<file path="src/sv/mtfc_pkg.sv">
// Package with the shared types and constants of the move-to-front codec.
package mtfc_pkg;

  // Width of a symbol or a table position.
  localparam int unsigned SYM_W = 8;

  // The reduction tree always spans the full byte range.
  localparam int unsigned LEAVES = 256;
  localparam int unsigned LEVELS = 8;

  // Value given for an encoded symbol that is not in the table.
  localparam logic [SYM_W-1:0] NO_MATCH = 8'hFF;

  // Register indexes on the configuration port.
  localparam logic REG_MODE = 1'b0;

  // Mode register codes.
  localparam logic MODE_ENCODE = 1'b0;
  localparam logic MODE_DECODE = 1'b1;

  // Control that the sequencer broadcasts to every cell.
  typedef struct packed {
    logic             dec;       // decode lookup rather than encode
    logic [SYM_W-1:0] key;       // symbol to find, or clamped position
    logic             update;    // perform the move to front
    logic [SYM_W-1:0] pos;       // position of the entry being moved
    logic             identity;  // return the table to identity order
  } mtfc_ctrl_t;

  // One leaf or node of the lookup reduction.
  typedef struct packed {
    logic             hit;
    logic [SYM_W-1:0] val;
  } mtfc_leaf_t;

endpackage

</file>
<file path="src/sv/mtfc_cell.sv">
// One table cell: holds a symbol, compares it and shifts from its neighbour.
module mtfc_cell import mtfc_pkg::*; #(
  parameter int unsigned INDEX = 0
) (
  input  logic             clk_i,
  input  logic             rst_ni,
  input  mtfc_ctrl_t       ctrl_i,
  input  logic [SYM_W-1:0] prev_i,
  output logic [SYM_W-1:0] sym_o,
  output mtfc_leaf_t       leaf_o
);

  localparam logic [SYM_W-1:0] Idx = SYM_W'(INDEX);

  logic [SYM_W-1:0] sym_q, sym_d;

  // Lookup: decode selects this cell by position, encode by its contents.
  always_comb begin
    if (ctrl_i.dec) begin
      leaf_o.hit = (Idx == ctrl_i.key);
      leaf_o.val = sym_q;
    end else begin
      leaf_o.hit = (sym_q == ctrl_i.key);
      leaf_o.val = Idx;
    end
  end

  // Cells at or ahead of the moved entry take their neighbour's symbol; identity restores the index.
  always_comb begin
    sym_d = sym_q;
    if (ctrl_i.identity) begin
      sym_d = Idx;
    end else if (ctrl_i.update && (Idx <= ctrl_i.pos)) begin
      sym_d = prev_i;
    end
  end

  always_ff @(posedge clk_i or negedge rst_ni) begin
    if (!rst_ni) begin
      sym_q <= Idx;
    end else begin
      sym_q <= sym_d;
    end
  end

  assign sym_o = sym_q;

endmodule

</file>
<file path="config.mk">
export PLATFORM = sky130hd
export DESIGN_NAME = mtfc_cell
export DESIGN_NICKNAME = d
export VERILOG_FILES = /design/src/sv/mtfc_pkg.sv /design/src/sv/mtfc_cell.sv
export SDC_FILE = /design/constraint.sdc
export NUM_CORES = 1
export LEC_CHECK = 0
export ABC_AREA = 1
export BUFFER_PORTS_ARGS = -buffer_cell sky130_fd_sc_hd__buf_2
export CAP_MARGIN = 20
export CORE_ASPECT_RATIO = 0.75
export CORE_MARGIN = 5
export CORE_UTILIZATION = 34
export DETAILED_ROUTE_END_ITERATION = 10
export PLACE_DENSITY_LB_ADDON = 0.3
export SLEW_MARGIN = 5
export SYNTH_ARGS = -nofsm -noshare
export SYNTH_HDL_FRONTEND = slang
export SYNTH_SLANG_ARGS = --single-unit
</file>
<file path="constraint.sdc">
create_clock -name clk_i -period 1.1 [get_ports clk_i]
set_clock_uncertainty 0.05 [all_clocks]
set_input_delay 0.22 -clock clk_i [delete_from_list [all_inputs] [get_ports clk_i]]
set_output_delay 0.22 -clock clk_i [all_outputs]
set_load 0.01 [all_outputs]
</file>
==> results of run 1 <==
-- metal layers --
layer  share of wire  up-vias  global-route usage
met1            0.44      327              0.1970
li1                -      387                   -
met4          0.0021        0             0.05430
met5               0        -                   0
met2            0.47       26              0.1938
met3           0.085        2             0.02521
-- report_power, final --
group	switching, mW	internal [mW]	total (mW)
Combinational	0.139	0.156	0.295
Clock	0.0948	0.125	0.219
Sequential	0.0182	0.311	0.330
Total	0.252	0.592	0.844
-- worst min path at each step --
stage | from | end | slack, ns | depth (start not counted)
final | prev_i[7] | sym_o[7] | 0.16 | 3
after global routing | prev_i[4] | sym_o[4] | 0.16 | 3
after CTS | prev_i[3] | sym_o[3] | 0.16 | 3
after detailed placement | rst_ni | sym_o[7] | 0.02 | 1
after global placement | rst_ni | sym_o[7] | 0.02 | 1
after floorplan | rst_ni | sym_o[0] | -0.13 | 0
-- synth_stat cells --
| library cell | count |
|---|---|
| inv_1 | 25 |
| nand2_1 | 25 |
| nand3_1 | 12 |
| dfrtp_1 | 8 |
| o21ai_2 | 8 |
| nor2_1 | 4 |
| a21oi_1 | 2 |
| buf_6 | 2 |
| xor2_1 | 2 |
| buf_2 | 1 |
| nand3b_1 | 1 |
| or2_1 | 1 |
-- critical path: cells and delay by family, from the launching register on --
family,cells,cell delay [ns]
flops,1,0.41
simple gates,2,0.19
xor+xnor,1,0.18
compound gates,1,0.16
buf+inv,1,0.09
-- metrics by stage --
stage,cells,power (mW)
detailed placement,163,0.5765
CTS,169,0.8295
global placement,163,0.5721
global route,171,0.8974
finish,171,0.8438
floorplan,91,0.4470
-- logic make-up after synthesis --
group                     after synthesis  share of synthesized area
AOI/OAI and AO/OA                      10                     0.1331
xor gates and xnor gates                2                    0.02911
buffers and inverters                  28                     0.2017
DFF                                     8                     0.3326
and+or+nand+nor                        43                     0.3035
-- what timing repair did --
item,CTS,global route
endpoints found under the hold margin,8,0
pin swaps,1,9
gates resized for setup,10,10
endpoints found under the setup margin,16,17
setup buffers,3,3
hold buffers,1,0
-- area by class of cell --
cell class / count / share of cell area
Sequential cell: 8 / 0.1896
Multi-Input combinational cell: 55 / 0.2820
Inverter: 25 / 0.08886
Timing Repair Buffer: 58 / 0.3922
Clock buffer: 3 / 0.02133
Tap cell: 22 / 0.02607
==> summary.txt, run 1 <==
CTS
  – Maximum clock path buffer count: 2
  – CTS H-tree depth: 1
  – Clock tree sinks: 8
  – Root Buffer: clkbuf_4
  – CTS tree: built
  – Total CTS buffers: 3
  – Worst skew pair latency: 0.25 ns
  – Worst-path clk slew: 0.05 ns

Place
  – DP Wirelength: 1406 um
  – Placer Congestion: 0.7820
  – IO buf count: 37
  – Cell Area, Placed: 909.6 um^2
  – Worst slack at placement: -0.1573 ns

Synthesis
  – Distinct cells, synth: 12
  – Top post-synthesis cells by area: dfrtp_1, inv_1, nand2_1
  – Seq cells post-synth: 8
  – Synth warn: 0
  – Mapped Area: 601.8 um^2
  – Mapped Nets: 120
  – Synth top area share: 0.3326
  – Largest area contributor in the netlist: dfrtp_1
  – Syn Inst Count: 91
  – Seq/Total Area, Yosys: 0.3326
  – Avg Inst Size Synth: 6.613 um^2

Outcome
  – Failing checks: setup timing
  – Status: finished with violations

Die
  – Initial Utilization: 0.3524
  – Row cnt: 13
  – Ports: 46
  – Core area: 1708 um^2
  – Die height: 46.44 um
  – Die area: 2720 um^2
  – Die Wd: 58.58 um

Drt
  – Total Routed Length: 1881 um
  – Wire per inst: 11.00 um
  – DRC viols: 0
  – Final ANT Viol Nets: 0
  – Avg Vias per Cell: 4.339
  – Iteration-0 DRC Markers: 12
  – First-pass iteration count of the detailed router: 4
  – Via Count: 742

Global route
  – Vias in the first global route: 659
  – Pin count of the biggest net entering global routing: 9
  – GRT Overall Usage: 0.1349
  – First-pass GRT wire length: 2766 um
  – Initial antenna violation count: 0
  – Total congestion overflow: 0

Critical path
  – Critical Path Fanout Max: 2
  – CP Data Required Time: 0.83 ns
  – Worst path max stage delay: 0.41 ns
  – Worst setup EP type: output port
  – Origin of the critical flop-to-flop path: sym_o[1]
  – Worst reg2reg path depth: 4
  – Crit path launch type: flip-flop
  – Setup crit start: sym_o[2]
  – WP data arrival: 1.29 ns
  – RR Endpoint: sym_o[1]
  – Slowest cell on crit path: dfrtp_1
  – Critical path class: reg2out
  – R2r setup slk: 0.15 ns
  – Setup crit end: leaf_o[8]
  – Critical Path, Cell by Cell: xor2_1 > a21oi_1 > nand3_1 > nand2_2 > buf_6

Cells and area
  – Diodes inserted: 0
  – Max FFs per register: 8
  – Design Area, Final: 1056 um^2
  – Most common cell after layout, fill and taps aside: buf_2
  – Share of cells above drive strength 1: 0.5369
  – Fin util: 0.6183
  – Final nets: 180
  – FF+latch area: 200.2 um^2
  – Synth-to-layout area growth: 75.47%
  – Commonest non-fill, non-tap cells in the layout: buf_2, inv_1, nand2_1
  – Fill cells: 173
  – Footprint of the multi-input gates: 297.8 um^2

Power
  – Lkg Pwr: 0.6564 nW
  – VDD IR-drop max: 0.7251 mV
  – Power per cell area: 799.1 nW/um^2

STA
  – Hold Violations, Final: 0
  – Final Hold Slack: 0.1644 ns
  – TNS Setup: -2.426 ns
  – Slew Limit Headroom: 0.7061
  – Fin. max-slew vios: 0
  – RSZ-0062 raised after global routing: true
  – Tcrit/Tclk final: 1.417
  – Final WS setup: -0.4583 ns
  – Setup violators final: 17
  – Minimum clock period: 1.558 ns
  – Worst-Margin Slew: 0.4409 ns
  – Highest Clock Rate: 0.6417 GHz

Flow run
  – Max-cap violations: 0

Min path
  – Worst hold path type: in2reg
Power figures use the tool's default switching activity.
==> run 2, diff against run 1 <==
Settings changed: ABC_AREA 1 to 0, CORE_ASPECT_RATIO 0.75 to default, CORE_UTILIZATION 34 to 31.
==> run 2 against run 1 <==
Synthesized cell count decreased by 45%. Largest cell class unchanged. Via count decreased by 21%. The flow still finishes with violations (setup timing). Critical path type unchanged. Highest routed layer unchanged. Core utilization increased by 2.8 points. Die area decreased by 8.6%.
==> summary.txt, run 2 <==
Outcome
  – Status: finished with violations
  – Failing checks: setup timing

Synthesis
  – Mapped Area: 493.0 um^2
  – Seq/Total Area, Yosys: 0.4061
  – Top_reg_cell synth: dfrtp_1
  – EDFF count, synth: 0
  – Syn Inst Count: 50
  – Synth cell count leaders: nor2_1, dfrtp_1, mux2i_1, xnor2_1, and2_1
  – Seq cells post-synth: 8
  – Avg Inst Size Synth: 9.859 um^2
  – Synth top area share: 0.4061
  – Largest area contributor in the netlist: dfrtp_1
  – Most common cell in the netlist: nor2_1
  – Distinct cells, synth: 13
  – Top post-synthesis cells by area: dfrtp_1, mux2i_1, xnor2_1
  – Synth warn: 0
  – Mapped Nets: 79
  – Asr flop ratio synth: 1.000

STA
  – Highest Clock Rate: 0.6336 GHz
  – RSZ-0062 raised after global routing: true
  – Worst-Margin Slew: 0.2384 ns
  – Slew Limit Headroom: 0.8410
  – Fin. max-slew vios: 0
  – TNS Setup: -3.302 ns
  – Hold Violations, Final: 0
  – Minimum clock period: 1.578 ns
  – Tcrit/Tclk final: 1.435
  – Setup violators final: 17
  – Final WS setup: -0.4784 ns

Die
  – Row cnt: 14
  – Core area: 1506 um^2
  – Die Wd: 49.88 um
  – Ports: 46
  – Initial Utilization: 0.3272
  – Die height: 49.88 um
  – Die area: 2488 um^2

Place
  – IO buf count: 37
  – Placer Congestion: 0.7529
  – DP Wirelength: 1196 um
  – Worst slack at placement: -0.1964 ns

Cells and area
  – Diodes inserted: 0
  – Commonest non-fill, non-tap cells in the layout: buf_2, buf_6, nor2_1
  – Final nets: 136
  – Fin util: 0.6462
  – Max FFs per register: 8
  – Fill cells: 109
  – Share of cells above drive strength 1: 0.5905
  – Synth-to-layout area growth: 97.46%

Global route
  – GRT Overall Usage: 0.1276
  – Initial antenna violation count: 0
  – First-pass GRT wire length: 2394 um
  – Total congestion overflow: 0
  – Vias in the first global route: 551
  – Pin count of the biggest net entering global routing: 10

Min path
  – Hold path endpoint: sym_o[7]
  – Min-Delay Startpoint: prev_i[7]
  – Hold Path Stages: 3
  – Worst hold path type: in2reg

Critical path
  – Worst setup EP type: output port
  – Worst path max stage delay: 0.39 ns
  – Critical Path Fanout Max: 2
  – R2r setup slk: 0.12 ns
  – Critical Path, Cell by Cell: xnor2_1 > nand3_1 > o31ai_2 > buf_2
  – WP data arrival: 1.31 ns
  – Crit path depth: 4
  – Worst reg2reg path depth: 4
  – Origin of the critical flop-to-flop path: sym_o[6]
  – Buf+Inv Stages, Crit Path: 1
  – Slowest cell on crit path: dfrtp_1
  – CP Data Required Time: 0.83 ns
  – CP top delay family: flip-flops
  – Crit path launch type: flip-flop
  – Critical path class: reg2out
  – RR Endpoint: sym_o[6]

Drt
  – Routed met3 length: 112 um
  – Avg Vias per Cell: 4.826
  – WL met1: 624 um
  – Top routing layer in use: met4
  – Wire per inst: 13.77 um
  – Iteration-0 DRC Markers: 2
  – First-pass iteration count of the detailed router: 4
  – Met2 routed WL: 900 um
  – DRC viols: 0
  – Final ANT Viol Nets: 0
  – Total Routed Length: 1666 um
  – Via Count: 584

CTS
  – Worst-path clk slew: 0.05 ns
  – Maximum clock path buffer count: 2
  – Clock tree sinks: 8
  – Total CTS buffers: 3
  – CTS tree: built
  – CTS H-tree depth: 1
  – Root Buffer: clkbuf_4
  – Worst skew pair latency: 0.24 ns

Power
  – Seq pwr share: 0.392
  – Combinational fraction of design power: 0.354
  – Cell Int Power: 612.5 uW
  – Sw Share: 0.2615
  – Power per cell area: 852.0 nW/um^2
  – Net Sw Power: 216.9 uW
  – Lkg Pwr: 0.5148 nW
  – Part of the power in the clock network: 0.254
  – VDD IR-drop max: 0.4821 mV

Flow run
  – Max-cap violations: 0
run 2: changes by cell type after synthesis, moves of 6 or more:
| cell | before | now |
|---|---|---|
| o21ai_2 | 8 | 0 |
| and2_1 | 0 | 7 |
| mux2i_1 | 0 | 8 |
| nand3_1 | 12 | 1 |
| inv_1 | 25 | 0 |
| nand2_1 | 25 | 0 |
| xnor2_1 | 0 | 8 |
| nor2_1 | 4 | 10 |
run 2: final cells by class:
class / instances / area [um^2] / share of cell area
repair buffers: 54 / 437.9 / 0.4499
multi-input cells: 40 / 292.8 / 0.3008
flip-flops and latches: 8 / 200.2 / 0.2057
clock buffers: 3 / 22.52 / 0.02314
well taps: 16 / 20.02 / 0.02057
run 2: power by group through the flow:
stage               Combinational (mW)  Clock, mW  Sequential [mW]
floorplan                       0.0849          0            0.340
global placement                 0.207          0            0.327
detailed placement               0.211          0            0.329
CTS                              0.250      0.221            0.324
global route                     0.315      0.245            0.326
finish                           0.293      0.211            0.325
run 2: worst max path at each step:
stage,startpoint,endpoint,slack (ns)
finish,sym_o[2],leaf_o[8],-0.48
global placement,sym_o[1],leaf_o[8],-0.18
floorplan,sym_o[4],leaf_o[8],-0.14
detailed placement,sym_o[4],leaf_o[8],-0.20
global route,sym_o[0],leaf_o[8],-0.58
CTS,sym_o[4],leaf_o[8],-0.45
run 2: logic make-up after synthesis:
logic type,count (synthesis),share of synthesized area
muxes,8,0.1624
AOI/OAI and AO/OA,1,0.02538
xor gates and xnor gates,8,0.1421
and+or+nand+nor,23,0.2411
buffers and inverters,2,0.02284
DFF,8,0.4061
run 2: worst register-to-register path: cells and delay by family (launching register included):
family,cells,cell delay [ns]
flops,1,0.40
buf+inv,2,0.24
mux,1,0.12
simple gates,1,0.06
run 2: metrics by stage:
step	area (um^2)	power, mW	hold slack [ns]	cells
after detailed placement	754.5	0.5398	0.01530	110
after global placement	754.5	0.5343	0.01546	110
after CTS	870.8	0.7955	0.1651	115
after global routing	973.4	0.8860	0.1635	121
after floorplan	493.0	0.4253	-0.1256	50
final	973.4	0.8294	0.1684	121
run 2: routing by layer:
metal / track usage / vias to the layer above
met2: 0.2182 / 24
met5: 0 / -
met1: 0.1185 / 276
met3: 0.04518 / 2
li1: - / 282
met4: 0.1048 / 0
run 2: what timing repair did:
| action | 4_1_cts | 5_1_grt |
|---|---|---|
| gates resized for setup | 14 | 16 |
| hold endpoints to repair | 8 | 0 |
| buffers inserted | 2 | 8 |
| setup endpoints to repair | 17 | 17 |
| pin swaps | 4 | 8 |
| hold buffers | 1 | 0 |
==> run 3, diff against run 2 <==
Settings changed: PLACE_DENSITY from default to 0.72, PLACE_DENSITY_LB_ADDON 0.3 to default, SLEW_MARGIN 5 to default.
==> run 3 against run 2 <==
The run still ends with setup timing left. Final area rose by 3.7%. Sequential power is essentially flat. Via count grew 3.3%. Worst setup slack worse by 0.056 ns. Sequential cell count is the same. Combinational power up 8.5%. Routed wire length is 26% higher. Sequential share of layout area decreased by 0.74 points. Die area is the same. Final cell count up 0.83%. Register-to-register slack worse by 0.07 ns. Total power is 4.4% higher. Critical path type unchanged.
==> summary.txt, run 3 (synthesis results as in run 2) <==
Critical path
  – Worst reg2reg path depth: 4
  – Crit path launch type: flip-flop
  – Worst path max stage delay: 0.41 ns
  – Buf+Inv Stages, Crit Path: 1
  – RR Endpoint: sym_o[0]
  – CP top delay family: flip-flops
  – Critical Path, Cell by Cell: xnor2_1 > nand4_1 > o31ai_2 > buf_2
  – R2r setup slk: 0.05 ns
  – Critical Path Fanout Max: 2
  – WP data arrival: 1.36 ns
  – Worst setup EP type: output port
  – Origin of the critical flop-to-flop path: sym_o[0]
  – Critical path class: reg2out
  – CP Data Required Time: 0.83 ns
  – Slowest cell on crit path: dfrtp_1

Cells and area
  – Final nets: 137
  – Max FFs per register: 8
  – Footprint of the multi-input gates: 312.8 um^2
  – Share of cells above drive strength 1: 0.6321
  – Final cell count without fillers: 122
  – Most common cell after layout, fill and taps aside: buf_6
  – Synth-to-layout area growth: 104.8%
  – Fill cells: 98
  – Diodes inserted: 0
  – FF+latch area: 200.2 um^2
  – Commonest non-fill, non-tap cells in the layout: buf_6, buf_2, nor2_1

Drt
  – Wire per inst: 17.24 um
  – First-pass iteration count of the detailed router: 4
  – Iteration-0 DRC Markers: 5
  – Avg Vias per Cell: 4.943
  – DRC viols: 0
  – Via Count: 603
  – Total Routed Length: 2103 um
  – Final ANT Viol Nets: 0

CTS
  – CTS H-tree depth: 1
  – Worst-path clk slew: 0.05 ns
  – Clock tree sinks: 8
  – Root Buffer: clkbuf_4
  – Maximum clock path buffer count: 2
  – Worst skew pair latency: 0.25 ns
  – Total CTS buffers: 3
  – CTS tree: built

Die
  – Ports: 46
  – Row cnt: 14
  – Initial Utilization: 0.3272
  – Core area: 1506 um^2
  – Die area: 2488 um^2
  – Die height: 49.88 um
  – Die Wd: 49.88 um

Outcome
  – Status: finished with violations
  – Failing checks: setup timing

STA
  – Slew Limit Headroom: 0.7402
  – Final Hold Slack: 0.1645 ns
  – Setup violators final: 17
  – Final WS setup: -0.5343 ns
  – Worst-Margin Slew: 0.3861 ns
  – Fin. max-slew vios: 0
  – Minimum clock period: 1.634 ns
  – Tcrit/Tclk final: 1.486
  – TNS Setup: -3.283 ns
  – RSZ-0062 raised after global routing: true
  – Hold Violations, Final: 0
  – Highest Clock Rate: 0.6119 GHz

Min path
  – Worst hold path type: in2reg
  – Hold Path Stages: 3
  – Hold path endpoint: sym_o[2]
  – Min-Delay Startpoint: prev_i[2]

Place
  – IO buf count: 37
  – Worst slack at placement: -0.1905 ns
  – DP Wirelength: 1139 um
  – Placer Congestion: 0.7341
  – Dpl cells: 110

Power
  – VDD IR-drop max: 0.5012 mV
  – Lkg Pwr: 0.5335 nW
  – Net Sw Power: 242.2 uW
  – Sw Share: 0.2797
  – Total power draw: 866.1 uW
  – Combinational fraction of design power: 0.367
  – Power per cell area: 857.8 nW/um^2
  – Part of the power in the clock network: 0.254
  – Seq pwr share: 0.379
  – Cell Int Power: 623.9 uW

Global route
  – Vias in the first global route: 548
  – Initial antenna violation count: 0
  – Pin count of the biggest net entering global routing: 10
  – GRT Overall Usage: 0.1276
  – First-pass GRT wire length: 2401 um
  – Total congestion overflow: 0

Flow run
  – Max-cap violations: 0
## run 3: cell count changes in the layout (fill, tap and decap cells not counted), moves of 2 or more
cell,delta
and2_4,+2
buf_2,-2
xnor2_1,-2
and2_1,-2
xnor2_2,+2
buf_4,+2
## run 3: worst max path at each step
stage                  start   endpoint  slack (ns)  cells after the start
floorplan           sym_o[4]  leaf_o[8]       -0.14                      3
global placement    sym_o[0]  leaf_o[8]       -0.17                      4
detailed placement  sym_o[0]  leaf_o[8]       -0.19                      4
CTS                 sym_o[7]  leaf_o[8]       -0.43                      4
global route        sym_o[0]  leaf_o[8]       -0.65                      4
finish              sym_o[3]  leaf_o[8]       -0.53                      4
## run 3: area by class of cell
cell class | count | area share
multi-input cells | 40 | 0.3098
flip-flops and latches | 8 | 0.1983
repair buffers | 55 | 0.4498
well taps | 16 | 0.01983
clock buffers | 3 | 0.02230
## run 3: power by group through the flow
| stage | sequential [mW] | combinational, mW | clock, mW |
|---|---|---|---|
| 2_1_floorplan | 0.340 | 0.0849 | 0 |
| 3_3_place_gp | 0.327 | 0.206 | 0 |
| 3_5_place_dp | 0.328 | 0.210 | 0 |
| 4_1_cts | 0.323 | 0.248 | 0.224 |
| 5_1_grt | 0.329 | 0.338 | 0.258 |
| 6_report | 0.328 | 0.318 | 0.220 |
## run 3: worst min-delay path: stages
cell     delay [ns]
buf_2          0.07
mux2i_1        0.05
nor2_1         0.08
## run 3: through the flow
stage                     instance area (um^2)  utilization
after floorplan                          493.0            -
after global placement                   754.5       0.5008
after detailed placement                 754.5       0.5008
after CTS                                868.3       0.5764
after global routing                      1010       0.6703
final                                     1010       0.6703
## run 3: metal layers
layer	vias up	wire length, um	GRT usage
li1	281	-	-
met1	270	836	0.1296
met2	42	940	0.2246
met3	10	218	0.05422
met4	0	108	0.05240
met5	-	0	0
## run 3: repair_timing
action	in CTS	in global routing
endpoints found under the hold margin	8	0
endpoints found under the setup margin	17	17
gates cloned	0	0
resized for setup	13	25
hold buffers	1	0
buffers inserted	4	11
pin swaps	4	9
